File: config.mk
export PLATFORM = sky130hd
export DESIGN_NAME = rgbc_to_hsl_converter_flat
export DESIGN_NICKNAME = d
export VERILOG_FILES = /design/src/rtl/rgbc_pkg.sv /design/src/rtl/rgbc_if.sv /design/src/rtl/rgbc_div.sv /design/src/rtl/rgbc_front.sv /design/src/rtl/rgbc_queue.sv /design/src/rtl/rgbc_back.sv /design/src/rtl/rgbc_to_hsl_converter.sv /design/src/flat_wrapper.sv
export SDC_FILE = /design/constraint.sdc
export NUM_CORES = 2
export LEC_CHECK = 0
export BUFFER_PORTS_ARGS = -buffer_cell sky130_fd_sc_hd__buf_2
export CAP_MARGIN = 20
export CORE_UTILIZATION = 30
export CTS_CLUSTER_DIAMETER = 150
export DETAILED_ROUTE_END_ITERATION = 8
export GPL_ROUTABILITY_DRIVEN = 0
export HOLD_SLACK_MARGIN = 0.06
export SYNTH_ARGS = -nofsm -noshare
export SYNTH_HDL_FRONTEND = slang
export SYNTH_SLANG_ARGS = --single-unit
File: constraint.sdc
create_clock -name i_clk -period 35.8 [get_ports i_clk]
set_clock_uncertainty 0.2 [all_clocks]
set_input_delay 1.79 -clock i_clk [delete_from_list [all_inputs] [get_ports i_clk]]
set_output_delay 1.79 -clock i_clk [all_outputs]
set_load 0.01 [all_outputs]
File: src/rtl/rgbc_pkg.sv
// shared widths, constants and types of the color converter
`timescale 1ns / 1ps
`default_nettype none
package rgbc_pkg;

    // field widths
    localparam int CNT_W = 16;
    localparam int PCT_W = 7;
    localparam int HUE_W = 9;
    localparam int SUM_W = PCT_W + 1;

    // front divider: count*100 over clear, seven quotient bits
    localparam int FNUM_W = CNT_W + PCT_W;
    // back dividers: 60*diff over delta, 100*delta over saturation base
    localparam int BNUM_W = 14;
    localparam int BDEN_W = SUM_W;

    localparam int QUEUE_DEPTH_DEF = 4;

    // arithmetic constants
    localparam logic [PCT_W-1:0] PCT_MAX   = 7'd100;
    localparam logic [PCT_W-1:0] LIG_SPLIT = 7'd50;
    localparam logic [SUM_W-1:0] SUM_FULL  = 8'd200;
    localparam logic [HUE_W-1:0] HUE_120   = 9'd120;
    localparam logic [HUE_W-1:0] HUE_240   = 9'd240;
    localparam logic [HUE_W-1:0] HUE_360   = 9'd360;

    // sector holding the largest channel
    typedef enum logic [1:0] {
        SEC_RED   = 2'd0,
        SEC_GREEN = 2'd1,
        SEC_BLUE  = 2'd2
    } t_sector;

    // classified sample handed from front to back
    typedef struct packed {
        logic             ok;
        t_sector          sector;
        logic             neg;
        logic [PCT_W-1:0] mag;
        logic [PCT_W-1:0] mx;
        logic [PCT_W-1:0] mn;
    } t_cls;

    // queue write or head: valid flag with its entry
    typedef struct packed {
        logic valid;
        t_cls cls;
    } t_push;

endpackage
`default_nettype wire

File: src/rtl/rgbc_if.sv
// input and output channel interfaces of the color converter
`timescale 1ns / 1ps
`default_nettype none
interface rgbc_in_if;
    import rgbc_pkg::*;
    logic             valid;
    logic             ready;
    logic [CNT_W-1:0] red_count;
    logic [CNT_W-1:0] green_count;
    logic [CNT_W-1:0] blue_count;
    logic [CNT_W-1:0] clear_count;

    modport source (output valid, red_count, green_count, blue_count, clear_count,
                    input ready);
    modport sink   (input valid, red_count, green_count, blue_count, clear_count,
                    output ready);
endinterface

interface rgbc_out_if;
    import rgbc_pkg::*;
    logic             valid;
    logic             ready;
    logic [HUE_W-1:0] hue_degrees;
    logic [PCT_W-1:0] saturation_pct;
    logic [PCT_W-1:0] lightness_pct;
    logic             result_ok;

    modport source (output valid, hue_degrees, saturation_pct, lightness_pct, result_ok,
                    input ready);
    modport sink   (input valid, hue_degrees, saturation_pct, lightness_pct, result_ok,
                    output ready);
endinterface
`default_nettype wire

File: src/rtl/rgbc_div.sv
// pipelined restoring divider, one quotient bit per stage, several lanes
`timescale 1ns / 1ps
`default_nettype none
module rgbc_div #(
    parameter int L  = 1,
    parameter int NW = 8,
    parameter int DW = 8,
    parameter int QW = 4,
    parameter int SW = 1
) (
    input  logic                   i_clk,
    input  logic                   i_rst_n,
    input  logic                   i_en,
    input  logic                   i_valid,
    input  logic [L-1:0][NW-1:0]   i_num,
    input  logic [L-1:0][DW-1:0]   i_den,
    input  logic [SW-1:0]          i_sb,
    output logic                   o_valid,
    output logic [L-1:0][QW-1:0]   o_quo,
    output logic [SW-1:0]          o_sb
);
    localparam int CW = (NW > DW + QW) ? NW : DW + QW;

    logic [QW-1:0]                  r_valid;
    logic [QW-1:0]                  w_valid_in;
    logic [QW-1:0][L-1:0][CW-1:0]   r_rem, n_rem, w_rem_in;
    logic [QW-1:0][L-1:0][DW-1:0]   r_den, w_den_in;
    logic [QW-1:0][L-1:0][QW-1:0]   r_quo, n_quo, w_quo_in;
    logic [QW-1:0][SW-1:0]          r_sb, w_sb_in;

    for (genvar s = 0; s < QW; s++) begin : g_stage
        localparam int B = QW - 1 - s;

        // stage inputs: ports for the first stage, previous registers after
        if (s == 0) begin : g_first
            always_comb begin
                for (int l = 0; l < L; l++) begin
                    w_rem_in[0][l] = CW'(i_num[l]);
                end
            end
            assign w_den_in[0]   = i_den;
            assign w_quo_in[0]   = '0;
            assign w_sb_in[0]    = i_sb;
            assign w_valid_in[0] = i_valid;
        end else begin : g_next
            assign w_rem_in[s]   = r_rem[s-1];
            assign w_den_in[s]   = r_den[s-1];
            assign w_quo_in[s]   = r_quo[s-1];
            assign w_sb_in[s]    = r_sb[s-1];
            assign w_valid_in[s] = r_valid[s-1];
        end

        // trial subtract of the shifted divisor
        always_comb begin
            logic [CW-1:0] v_sh;
            for (int l = 0; l < L; l++) begin
                v_sh = CW'(w_den_in[s][l]) << B;
                if (w_rem_in[s][l] >= v_sh) begin
                    n_rem[s][l] = w_rem_in[s][l] - v_sh;
                    n_quo[s][l] = w_quo_in[s][l] | (QW'(1) << B);
                end else begin
                    n_rem[s][l] = w_rem_in[s][l];
                    n_quo[s][l] = w_quo_in[s][l];
                end
            end
        end

        always_ff @(posedge i_clk) begin
            if (!i_rst_n) begin
                r_valid[s] <= 1'b0;
            end else if (i_en) begin
                r_valid[s] <= w_valid_in[s];
            end
        end

        always_ff @(posedge i_clk) begin
            if (i_en) begin
                r_rem[s] <= n_rem[s];
                r_den[s] <= w_den_in[s];
                r_quo[s] <= n_quo[s];
                r_sb[s]  <= w_sb_in[s];
            end
        end
    end

    assign o_valid = r_valid[QW-1];
    assign o_quo   = r_quo[QW-1];
    assign o_sb    = r_sb[QW-1];
endmodule
`default_nettype wire

File: src/rtl/rgbc_front.sv
// front end: accepts samples, scales to percent of clear, finds max, min and sector
`timescale 1ns / 1ps
`default_nettype none
module rgbc_front (
    input  logic            i_clk,
    input  logic            i_rst_n,
    rgbc_in_if.sink         i_in,
    input  logic            i_q_ready,
    output rgbc_pkg::t_push o_push
);
    import rgbc_pkg::*;

    typedef struct packed {
        logic       ok;
        logic [2:0] over;
    } t_fsb;

    logic                          w_en;
    logic [2:0][CNT_W-1:0]         w_cnt;
    logic [2:0][FNUM_W-1:0]        w_num;
    logic [2:0][CNT_W-1:0]         w_den;
    t_fsb                          w_sb_in, w_sb_out;
    logic                          w_div_valid;
    logic [2:0][PCT_W-1:0]         w_quo;
    logic [2:0][PCT_W-1:0]         w_pct;

    logic                          r_valid;
    logic                          r_ok;
    logic [2:0][PCT_W-1:0]         r_pct;

    // the whole front moves together unless its last stage is blocked
    assign w_en       = !r_valid || i_q_ready;
    assign i_in.ready = w_en;

    assign w_cnt[0] = i_in.red_count;
    assign w_cnt[1] = i_in.green_count;
    assign w_cnt[2] = i_in.blue_count;

    // count*100 by shift and add, over-range flag when quotient would pass 127
    always_comb begin
        for (int l = 0; l < 3; l++) begin
            w_num[l] = (FNUM_W'(w_cnt[l]) << 6) + (FNUM_W'(w_cnt[l]) << 5)
                     + (FNUM_W'(w_cnt[l]) << 2);
            w_den[l] = i_in.clear_count;
            w_sb_in.over[l] = w_num[l][FNUM_W-1:PCT_W] >= i_in.clear_count;
        end
        w_sb_in.ok = i_in.clear_count != '0;
    end

    rgbc_div #(
        .L  (3),
        .NW (FNUM_W),
        .DW (CNT_W),
        .QW (PCT_W),
        .SW ($bits(t_fsb))
    ) u_div (
        .i_clk   (i_clk),
        .i_rst_n (i_rst_n),
        .i_en    (w_en),
        .i_valid (i_in.valid),
        .i_num   (w_num),
        .i_den   (w_den),
        .i_sb    (w_sb_in),
        .o_valid (w_div_valid),
        .o_quo   (w_quo),
        .o_sb    (w_sb_out)
    );

    // clamp at 100 percent
    always_comb begin
        for (int l = 0; l < 3; l++) begin
            w_pct[l] = (w_sb_out.over[l] || w_quo[l] > PCT_MAX) ? PCT_MAX : w_quo[l];
        end
    end

    always_ff @(posedge i_clk) begin
        if (!i_rst_n) begin
            r_valid <= 1'b0;
        end else if (w_en) begin
            r_valid <= w_div_valid;
        end
    end

    always_ff @(posedge i_clk) begin
        if (w_en) begin
            r_ok  <= w_sb_out.ok;
            r_pct <= w_pct;
        end
    end

    // max, min and sector, red wins ties over green, green over blue
    always_comb begin
        logic [PCT_W-1:0] v_mx, v_mn, v_a, v_b;
        t_sector          v_sec;
        v_mx = r_pct[0];
        if (r_pct[1] > v_mx) v_mx = r_pct[1];
        if (r_pct[2] > v_mx) v_mx = r_pct[2];
        v_mn = r_pct[0];
        if (r_pct[1] < v_mn) v_mn = r_pct[1];
        if (r_pct[2] < v_mn) v_mn = r_pct[2];
        if (v_mx == r_pct[0]) begin
            v_sec = SEC_RED;
            v_a   = r_pct[1];
            v_b   = r_pct[2];
        end else if (v_mx == r_pct[1]) begin
            v_sec = SEC_GREEN;
            v_a   = r_pct[2];
            v_b   = r_pct[0];
        end else begin
            v_sec = SEC_BLUE;
            v_a   = r_pct[0];
            v_b   = r_pct[1];
        end
        o_push.valid      = r_valid;
        o_push.cls.ok     = r_ok;
        o_push.cls.sector = v_sec;
        o_push.cls.neg    = v_a < v_b;
        o_push.cls.mag    = (v_a < v_b) ? v_b - v_a : v_a - v_b;
        o_push.cls.mx     = v_mx;
        o_push.cls.mn     = v_mn;
    end
endmodule
`default_nettype wire

File: src/rtl/rgbc_queue.sv
// small register queue between front and back
`timescale 1ns / 1ps
`default_nettype none
module rgbc_queue #(
    parameter int DEPTH = rgbc_pkg::QUEUE_DEPTH_DEF
) (
    input  logic            i_clk,
    input  logic            i_rst_n,
    input  rgbc_pkg::t_push i_push,
    output logic            o_ready,
    output rgbc_pkg::t_push o_head,
    input  logic            i_pop
);
    import rgbc_pkg::*;

    localparam int PW = (DEPTH > 1) ? $clog2(DEPTH) : 1;
    localparam int CW = $clog2(DEPTH + 1);

    t_cls          r_mem [DEPTH];
    logic [PW-1:0] r_wr, r_rd;
    logic [CW-1:0] r_cnt;
    logic          w_wr, w_rd;

    assign o_ready    = r_cnt != CW'(DEPTH);
    assign o_head.valid = r_cnt != '0;
    assign o_head.cls = r_mem[r_rd];
    assign w_wr       = i_push.valid && o_ready;
    assign w_rd       = i_pop && o_head.valid;

    // pointers and fill count
    always_ff @(posedge i_clk) begin
        if (!i_rst_n) begin
            r_wr  <= '0;
            r_rd  <= '0;
            r_cnt <= '0;
        end else begin
            if (w_wr) r_wr <= (r_wr == PW'(DEPTH - 1)) ? '0 : r_wr + 1'b1;
            if (w_rd) r_rd <= (r_rd == PW'(DEPTH - 1)) ? '0 : r_rd + 1'b1;
            if (w_wr && !w_rd) r_cnt <= r_cnt + 1'b1;
            else if (!w_wr && w_rd) r_cnt <= r_cnt - 1'b1;
        end
    end

    always_ff @(posedge i_clk) begin
        if (w_wr) r_mem[r_wr] <= i_push.cls;
    end
endmodule
`default_nettype wire

File: src/rtl/rgbc_back.sv
// back end: hue and saturation division, result register
`timescale 1ns / 1ps
`default_nettype none
module rgbc_back (
    input  logic            i_clk,
    input  logic            i_rst_n,
    input  rgbc_pkg::t_push i_head,
    output logic            o_pop,
    rgbc_out_if.source      o_out
);
    import rgbc_pkg::*;

    typedef struct packed {
        logic             ok;
        logic             gray;
        logic [PCT_W-1:0] lig;
        t_sector          sector;
        logic             neg;
    } t_bsb;

    logic                       w_en;
    logic [PCT_W-1:0]           w_delta;
    logic [SUM_W-1:0]           w_sum;
    logic [1:0][BNUM_W-1:0]     w_num;
    logic [1:0][BDEN_W-1:0]     w_den;
    t_bsb                       w_sb_in, w_sb_out;
    logic                       w_div_valid;
    logic [1:0][PCT_W-1:0]      w_quo;
    logic [HUE_W-1:0]           w_hue;

    logic                       r_valid;
    logic [HUE_W-1:0]           r_hue;
    logic [PCT_W-1:0]           r_sat;
    logic [PCT_W-1:0]           r_lig;
    logic                       r_ok;

    assign w_en  = !r_valid || o_out.ready;
    assign o_pop = i_head.valid && w_en;

    // delta, sum, lightness and the two division operands
    always_comb begin
        w_delta = i_head.cls.mx - i_head.cls.mn;
        w_sum   = SUM_W'(i_head.cls.mx) + SUM_W'(i_head.cls.mn);
        w_sb_in.ok     = i_head.cls.ok;
        w_sb_in.gray   = w_delta == '0;
        w_sb_in.lig    = w_sum[SUM_W-1:1];
        w_sb_in.sector = i_head.cls.sector;
        w_sb_in.neg    = i_head.cls.neg;
        w_num[0] = (BNUM_W'(i_head.cls.mag) << 6) - (BNUM_W'(i_head.cls.mag) << 2);
        w_den[0] = BDEN_W'(w_delta);
        w_num[1] = (BNUM_W'(w_delta) << 6) + (BNUM_W'(w_delta) << 5)
                 + (BNUM_W'(w_delta) << 2);
        w_den[1] = (w_sum[SUM_W-1:1] <= LIG_SPLIT) ? w_sum : SUM_FULL - w_sum;
    end

    rgbc_div #(
        .L  (2),
        .NW (BNUM_W),
        .DW (BDEN_W),
        .QW (PCT_W),
        .SW ($bits(t_bsb))
    ) u_div (
        .i_clk   (i_clk),
        .i_rst_n (i_rst_n),
        .i_en    (w_en),
        .i_valid (i_head.valid),
        .i_num   (w_num),
        .i_den   (w_den),
        .i_sb    (w_sb_in),
        .o_valid (w_div_valid),
        .o_quo   (w_quo),
        .o_sb    (w_sb_out)
    );

    // sector offset, truncated term taken with its sign
    always_comb begin
        logic [HUE_W-1:0] v_q;
        v_q = HUE_W'(w_quo[0]);
        unique case (w_sb_out.sector)
            SEC_RED:   w_hue = w_sb_out.neg ? HUE_360 - v_q : v_q;
            SEC_GREEN: w_hue = w_sb_out.neg ? HUE_120 - v_q : HUE_120 + v_q;
            SEC_BLUE:  w_hue = w_sb_out.neg ? HUE_240 - v_q : HUE_240 + v_q;
            default:   w_hue = '0;
        endcase
    end

    always_ff @(posedge i_clk) begin
        if (!i_rst_n) begin
            r_valid <= 1'b0;
        end else if (w_en) begin
            r_valid <= w_div_valid;
        end
    end

    // result register, zero fields for an invalid sample, zero hue and sat for gray
    always_ff @(posedge i_clk) begin
        if (w_en) begin
            r_ok  <= w_sb_out.ok;
            r_lig <= w_sb_out.ok ? w_sb_out.lig : '0;
            r_hue <= (w_sb_out.ok && !w_sb_out.gray) ? w_hue : '0;
            r_sat <= (w_sb_out.ok && !w_sb_out.gray) ? w_quo[1] : '0;
        end
    end

    assign o_out.valid          = r_valid;
    assign o_out.hue_degrees    = r_hue;
    assign o_out.saturation_pct = r_sat;
    assign o_out.lightness_pct  = r_lig;
    assign o_out.result_ok      = r_ok;
endmodule
`default_nettype wire

File: src/rtl/rgbc_to_hsl_converter.sv
// registers from input transaction to result, queue empty: 7 divide stages,
//   the first loading at the accepting edge, and the clamp register in front, one
//   queue write, 7 divide stages and the result register in back
// throughput: one transaction per cycle while the receiver is ready, set by the bit-per-stage pipelined dividers
// the queue between front and back holds QUEUE_DEPTH entries
// reset: synchronous active low, clears all valid flags and queue pointers
`timescale 1ns / 1ps
`default_nettype none
module rgbc_to_hsl_converter #(
    parameter int QUEUE_DEPTH = rgbc_pkg::QUEUE_DEPTH_DEF
) (
    input  logic        i_clk,
    input  logic        i_rst_n,
    rgbc_in_if.sink     i_in,
    rgbc_out_if.source  o_out
);
    import rgbc_pkg::*;

    t_push w_push;
    t_push w_head;
    logic  w_q_ready;
    logic  w_pop;

    rgbc_front u_front (
        .i_clk     (i_clk),
        .i_rst_n   (i_rst_n),
        .i_in      (i_in),
        .i_q_ready (w_q_ready),
        .o_push    (w_push)
    );

    rgbc_queue #(
        .DEPTH (QUEUE_DEPTH)
    ) u_queue (
        .i_clk   (i_clk),
        .i_rst_n (i_rst_n),
        .i_push  (w_push),
        .o_ready (w_q_ready),
        .o_head  (w_head),
        .i_pop   (w_pop)
    );

    rgbc_back u_back (
        .i_clk   (i_clk),
        .i_rst_n (i_rst_n),
        .i_head  (w_head),
        .o_pop   (w_pop),
        .o_out   (o_out)
    );

    // an invalid sample carries all-zero fields
    a_invalid_zero: assert property (@(posedge i_clk) disable iff (!i_rst_n)
        o_out.valid && !o_out.result_ok |->
            o_out.hue_degrees == '0 && o_out.saturation_pct == '0 &&
            o_out.lightness_pct == '0)
        else $error("invalid result with nonzero fields");

    // results stay in range
    a_range: assert property (@(posedge i_clk) disable iff (!i_rst_n)
        o_out.valid |-> o_out.hue_degrees <= HUE_360 &&
            o_out.saturation_pct <= PCT_MAX && o_out.lightness_pct <= PCT_MAX)
        else $error("result field out of range");

    // the front only stalls when the queue is full and its last stage holds data
    a_front_stall: assert property (@(posedge i_clk) disable iff (!i_rst_n)
        !i_in.ready |-> !w_q_ready && w_push.valid)
        else $error("front stalled without a full queue");

    // the back pops only a present entry
    a_pop_valid: assert property (@(posedge i_clk) disable iff (!i_rst_n)
        w_pop |-> w_head.valid)
        else $error("pop from an empty queue");
endmodule
`default_nettype wire

File: src/flat_wrapper.sv
// flat-port wrapper written by rule: the top's interface ports become plain ports
module rgbc_to_hsl_converter_flat import rgbc_pkg::*;
#(
    parameter int QUEUE_DEPTH = rgbc_pkg::QUEUE_DEPTH_DEF
)
  (i_clk, i_rst_n, i_in_valid, i_in_red_count, i_in_green_count, i_in_blue_count, i_in_clear_count, i_in_ready, o_out_valid, o_out_hue_degrees, o_out_saturation_pct, o_out_lightness_pct, o_out_result_ok, o_out_ready);
  rgbc_in_if i_in_i ();
  rgbc_out_if o_out_i ();
  input  logic i_clk;
  input  logic i_rst_n;
  input wire logic [$bits(i_in_i.valid)-1:0] i_in_valid;
  input wire logic [$bits(i_in_i.red_count)-1:0] i_in_red_count;
  input wire logic [$bits(i_in_i.green_count)-1:0] i_in_green_count;
  input wire logic [$bits(i_in_i.blue_count)-1:0] i_in_blue_count;
  input wire logic [$bits(i_in_i.clear_count)-1:0] i_in_clear_count;
  output wire logic [$bits(i_in_i.ready)-1:0] i_in_ready;
  output wire logic [$bits(o_out_i.valid)-1:0] o_out_valid;
  output wire logic [$bits(o_out_i.hue_degrees)-1:0] o_out_hue_degrees;
  output wire logic [$bits(o_out_i.saturation_pct)-1:0] o_out_saturation_pct;
  output wire logic [$bits(o_out_i.lightness_pct)-1:0] o_out_lightness_pct;
  output wire logic [$bits(o_out_i.result_ok)-1:0] o_out_result_ok;
  input wire logic [$bits(o_out_i.ready)-1:0] o_out_ready;
  assign i_in_i.valid = i_in_valid;
  assign i_in_i.red_count = i_in_red_count;
  assign i_in_i.green_count = i_in_green_count;
  assign i_in_i.blue_count = i_in_blue_count;
  assign i_in_i.clear_count = i_in_clear_count;
  assign i_in_ready = i_in_i.ready;
  assign o_out_valid = o_out_i.valid;
  assign o_out_hue_degrees = o_out_i.hue_degrees;
  assign o_out_saturation_pct = o_out_i.saturation_pct;
  assign o_out_lightness_pct = o_out_i.lightness_pct;
  assign o_out_result_ok = o_out_i.result_ok;
  assign o_out_i.ready = o_out_ready;
  rgbc_to_hsl_converter #(.QUEUE_DEPTH(QUEUE_DEPTH)) u_core (.i_clk(i_clk), .i_rst_n(i_rst_n), .i_in(i_in_i), .o_out(o_out_i));
endmodule
* After elaboration in Yosys (flattened, before gate mapping)
Memories as Yosys holds them, arrays and structs flattened. A register that Yosys moved wholly into a read port is not among the register bits.
Cells that the tools add are included.
W data, S select, Z words.
** Cells by class
- $add $sub $neg :: 53
- $lt $le $gt $ge :: 47
- Equality and inequality tests :: 7
- Muxes and demuxes :: 59
- Reductions and logical operators :: 21
** Operators with widths (number)
- $mux W23 :: 18
- $mux W15 :: 10
- $mux W7 :: 14
- $add A22 B21 Y23 :: 3
- $add A23 B18 Y23 :: 3
- $ge A23 B16 Y1 :: 3
- $ge A23 B17 Y1 :: 3
- $ge A23 B18 Y1 :: 3
- $ge A23 B19 Y1 :: 3
- $ge A23 B20 Y1 :: 3
- $ge A23 B21 Y1 :: 3
- $ge A23 B22 Y1 :: 3
- $sub A23 B17 Y23 :: 3
- $sub A23 B18 Y23 :: 3
- $sub A23 B19 Y23 :: 3
- $sub A23 B20 Y23 :: 3
- $sub A23 B21 Y23 :: 3
- $sub A23 B22 Y23 :: 3
- $ge A16 B16 Y1 :: 3
- $ge A15 B10 Y1 :: 2
- $ge A15 B11 Y1 :: 2
- $ge A15 B12 Y1 :: 2
- $ge A15 B8 Y1 :: 2
- $ge A15 B9 Y1 :: 2
- 49 further kinds :: 87
** Word-level totals
- Register bits after elaboration :: 1206
- RAM bits :: 100
- Input bits :: 68
- Output and inout port bits :: 26
- Word-level logic and storage cells :: 344
- Memories :: 1
** Memory list
- u_core.u_queue.r_mem :: depth 4, width 25, rd ports 1, clocked after Yosys merged registers in 1, wr ports 1, RTL line rgbc_queue.sv:19 : t_cls r_mem [DEPTH];

* Longest topological paths before layout
- Depth in word-level cells :: 9
- Depth in mapped cells :: 29
- Mapped depth without buffers :: 26

* Modules after synthesis
Synthesis repeated with hierarchy kept, for this count alone.
** Unflattened totals
- Cells, all modules :: 6775
- Area total of the unflattened synthesis :: 79043.3 µm²
** By module, submodules not included
- rgbc_div (u_core.u_front.u_div) :: instances 1, cells each 3970, area each 45193.3 µm², seq. area each 24583.6 µm²
- rgbc_div (u_core.u_back.u_div) :: instances 1, cells each 1520, area each 19916.6 µm², seq. area each 12632.1 µm²
- rgbc_front :: instances 1, cells each 756, area each 6791.5 µm², seq. area each 680.7 µm²
- rgbc_queue :: instances 1, cells each 182, area each 4090.2 µm², seq. area each 3183.1 µm²
- rgbc_back :: instances 1, cells each 347, area each 3051.7 µm², seq. area each 740.7 µm²

* Least setup slack after synthesis
OpenSTA, ideal clock, no wires.
- Path kind :: reg2reg
- From :: register u_core.u_queue.r_cnt[0]
- To :: register u_core.u_front.r_ok, enable pin
- Setup time :: 4853 ps
- Data arrival time :: 12077 ps
- Data required time :: 30747 ps
- Setup slack :: 18670 ps
- Cell stages (with the launch flop) :: 5
- Buffers on the path :: 1
- Clock period less this slack :: 17130 ps
- Cell sequence :: dfxtp_1 nor2_1 and3_1 clkbuf_1 clkinv_1
** On the way
- Longest elaborated chain between the ends :: 2
** RTL lines
- start: declaration :: RTL line rgbc_queue.sv:21 : logic [CW-1:0] r_cnt;
- start signal: assignment :: RTL line rgbc_queue.sv:39 : if (w_wr && !w_rd) r_cnt <= r_cnt + 1'b1;
- start signal: assignment :: RTL line rgbc_queue.sv:40 : else if (!w_wr && w_rd) r_cnt <= r_cnt - 1'b1;
- $ne A3 B3 Y1 :: RTL line rgbc_queue.sv:24 : assign o_ready = r_cnt != CW'(DEPTH);
- $logic_or A1 B1 Y1 :: RTL line rgbc_front.sv:32 : assign w_en = !r_valid || i_q_ready;
- net i_in_ready :: RTL line flat_wrapper.sv:16 : output wire logic [$bits(i_in_i.ready)-1:0] i_in_ready;
- end signal: assignment :: RTL line rgbc_front.sv:86 : r_ok <= w_sb_out.ok;
- end: declaration :: RTL line rgbc_front.sv:28 : logic r_ok;
The timed path passes the listed nets, and every way through them passes these cells.
A chain may end at the register's enable or synchronous reset.

==> flow_metrics.env <==
export IMPL_clock_sinks=1133
export IMPL_synth_xor_xnor_area_share_pct=5.602
export IMPL_first_pass_iters=7
export IMPL_synth_area_mux_share_pct=3.636
export IMPL_grt_usage_pct=12.61
export IMPL_syn_num_nets=6731
export IMPL_antenna_found_initial=0
export IMPL_initial_utilization_pct=30.16
export IMPL_antenna_left=0
export IMPL_tightest_slew_ns=1.077
export IMPL_cp_arrival_ns=8.07
export IMPL_initialDrtViolationCount=3199
export IMPL_slew_violations=0
export IMPL_synth_edf_count=1108
export IMPL_cp_required_ns=36.09
export IMPL_synthAdderAreaFrac_pct=13.93
export IMPL_die_w_um=477.0
export IMPL_cts_tree="done"
export IMPL_grt_max_degree=185
export IMPL_syn_avg_cell_area_um2=11.37
export IMPL_post_route_period_util_pct=21.74
export IMPL_layout_drive_gt1_share_pct=8.272
export IMPL_synth_async_reset_ratio_pct=0
export IMPL_final_cell_mix="1108 x edfxtp_1, 629 x ha_1, 464 x inv_1, 437 x a21oi_1, 419 x nor2_1"
export IMPL_setup_viol=0
export IMPL_grt_pass1_wl_um=233200
export IMPL_clockRootBuffer="clkbuf_16"
export IMPL_synth_compound_area_share_pct=12.56
export IMPL_synthCells=5956
export IMPL_wl_per_cell_um=16.08
export IMPL_io_buffers=93
export IMPL_crit_family="compound AO/OA/AOI/OAI gates"
export IMPL_drv_cap=0
export IMPL_crit_type="reg2reg"
export IMPL_finalSetupTns_ns=0
export IMPL_synth_top_family_by_area="adder cells"
export IMPL_ys_seq_area_share_pct=49.89
export IMPL_critPathLaunchType="register"
export IMPL_synth_area_mm2=0.06769
export IMPL_worst_path_buf_inv=3
export IMPL_rsz0062_at_grt="false"
export IMPL_gr_total_overflow=0
export IMPL_ctsHoldBuffers=0
export IMPL_placementRows=174
export IMPL_ys_flop_type="edfxtp_1"
export IMPL_via_per_inst=4.845
export IMPL_post_synth_num_cell_types=87
export IMPL_die_area_mm2=0.2275
export IMPL_wl_um=147900
export IMPL_core_area_mm2=0.2245
export IMPL_chipHeight_um=477.0
export IMPL_synth_seq_cells=1133
export IMPL_post_route_drc_count=0
export IMPL_max_stage_delay_ns=0.77
export IMPL_area_growth_pct=12.35
export IMPL_outcome="complete, no violations"
export IMPL_final_common_cell="edfxtp_1"
export IMPL_cts_inserted_buffers=120
export IMPL_rrSetupSlack_ns=28.02
export IMPL_ctsLongestPathBuffers=3
export IMPL_clk_latency_ns=0.77
export IMPL_hold_viol=0
export IMPL_io_pins=94
export IMPL_cts_setup_buffers=0
export IMPL_nets=6874
export IMPL_grt_pass1_vias=43820
export IMPL_critPathMaxFanout=24
export IMPL_fmax_mhz=128.5
export IMPL_ctsResizeCount=0
export IMPL_clkTransAtPathRegs_ns=0.06
export IMPL_yosysWarnings=0
export IMPL_htreeDepth=3
export IMPL_fin_crit_ns=7.784
export IMPL_hp_class="reg2reg"
export IMPL_yosys_area_share_simple_pct=11.19
export IMPL_cp_end_kind="register"
export IMPL_num_vias=44550
export IMPL_crit_slowest_cell="nand4_1"
export IMPL_dpl_hpwl_um=112900
export IMPL_relSlewSlack_pct=26.33
cell usage after synthesis (84+ instances only):
cell	instances	area share [%]
nor3_1	120	0.89
xnor2_1	262	3.4
o21ai_0	346	2.6
ha_1	629	12
nand3_1	92	0.68
nor2_1	420	2.3
a21o_1	147	1.6
edfxtp_1	1108	49
clkbuf_1	84	0.47
a21oi_1	437	3.2
nand2b_1	92	0.85
inv_1	464	2.6
xor2_1	171	2.2
mux2_2	113	1.9
nand2_1	361	2.0
o21a_1	85	0.94
nor2b_1	112	1.0
per-stage QoR:
stage	cells	cell area, µm²	hold slack (ns)	util (%)	setup WS, ns
after floorplan	5956	67690	0.2003	-	18.67
after global placement	8963	71800	0.2009	31.99	28.16
after detailed placement	8963	71800	0.2045	31.99	28.08
after CTS	9188	75960	0.1663	33.84	28.08
after global routing	9194	76050	0.1911	33.88	27.45
final	9195	76050	0.1774	33.88	28.02
sequential cells by signal (all words and copies together), names as in the netlist, 14 cells and up, named ones only:
signal                                cells
u_core.u_front.r_pct                     21
u_core.u_front.u_div.r_quo               63
u_core.u_back.u_div.g_stage.$6.v_sh      46
u_core.u_front.u_div.r_den               48
u_core.u_front.u_div.r_rem              381
u_core.u_back.u_div.r_den                33
u_core.u_queue.r_mem                    100
u_core.u_front.u_div.g_stage.$6.v_sh     48
u_core.u_back.u_div.r_rem               154
u_core.u_front.u_div.o_quo               21
u_core.u_back.u_div.r_sb                 72
u_core.u_back.u_div.o_quo                14
u_core.u_back.u_div.r_quo                42
u_core.u_front.u_div.r_sb                24
per-layer routing:
layer	up-vias	global-route usage [%]	wire length (µm)
met5	-	0	0
met4	0	5.069	5705
met3	250	1.622	5496
li1	22250	-	-
met1	21050	16.04	66650
met2	994	21.56	70010
kinds of logic after synthesis:
family                   count (synthesis)
multiplexers                           200
buffers and inverters                  569
XOR/XNOR                               433
AND/OR/NAND/NOR                       1541
AO/OA/AOI/OAI                         1373
flip-flops                            1133
adder cells (fa/ha/maj)                707
cell type report:
type / count / area (µm²)
Clock inverter: 84 / 1082
Inverter: 467 / 1768
Timing Repair Buffer: 123 / 762.0
Clock buffer: 141 / 3082
Antenna cell: 1 / 2.502
Tap cell: 2992 / 3744
Fill cell: 22050 / 148400
Multi-Input combinational cell: 4254 / 31840
Sequential cell: 1133 / 33770
worst paths after layout:
path | end | startpoint | depth (start not counted)
setup / recovery | u_core.u_queue.r_mem[3][20]$_DFFE_PP_ | u_core.u_front.r_pct[5]$_SDFFCE_PP1P_ | 28
hold / removal | u_core.u_front.u_div.o_quo[4]$_DFFE_PP_ | u_core.u_front.u_div.r_quo[109]$_DFFE_PP_ | 0
setup reg to reg | u_core.u_queue.r_mem[3][20]$_DFFE_PP_ | u_core.u_front.r_pct[5]$_SDFFCE_PP1P_ | 28
hold reg to reg | u_core.u_front.u_div.o_quo[4]$_DFFE_PP_ | u_core.u_front.u_div.r_quo[109]$_DFFE_PP_ | 0
Power is not shown: default switching activity piles up to over one toggle a cycle in this logic, so the estimate is an artifact.
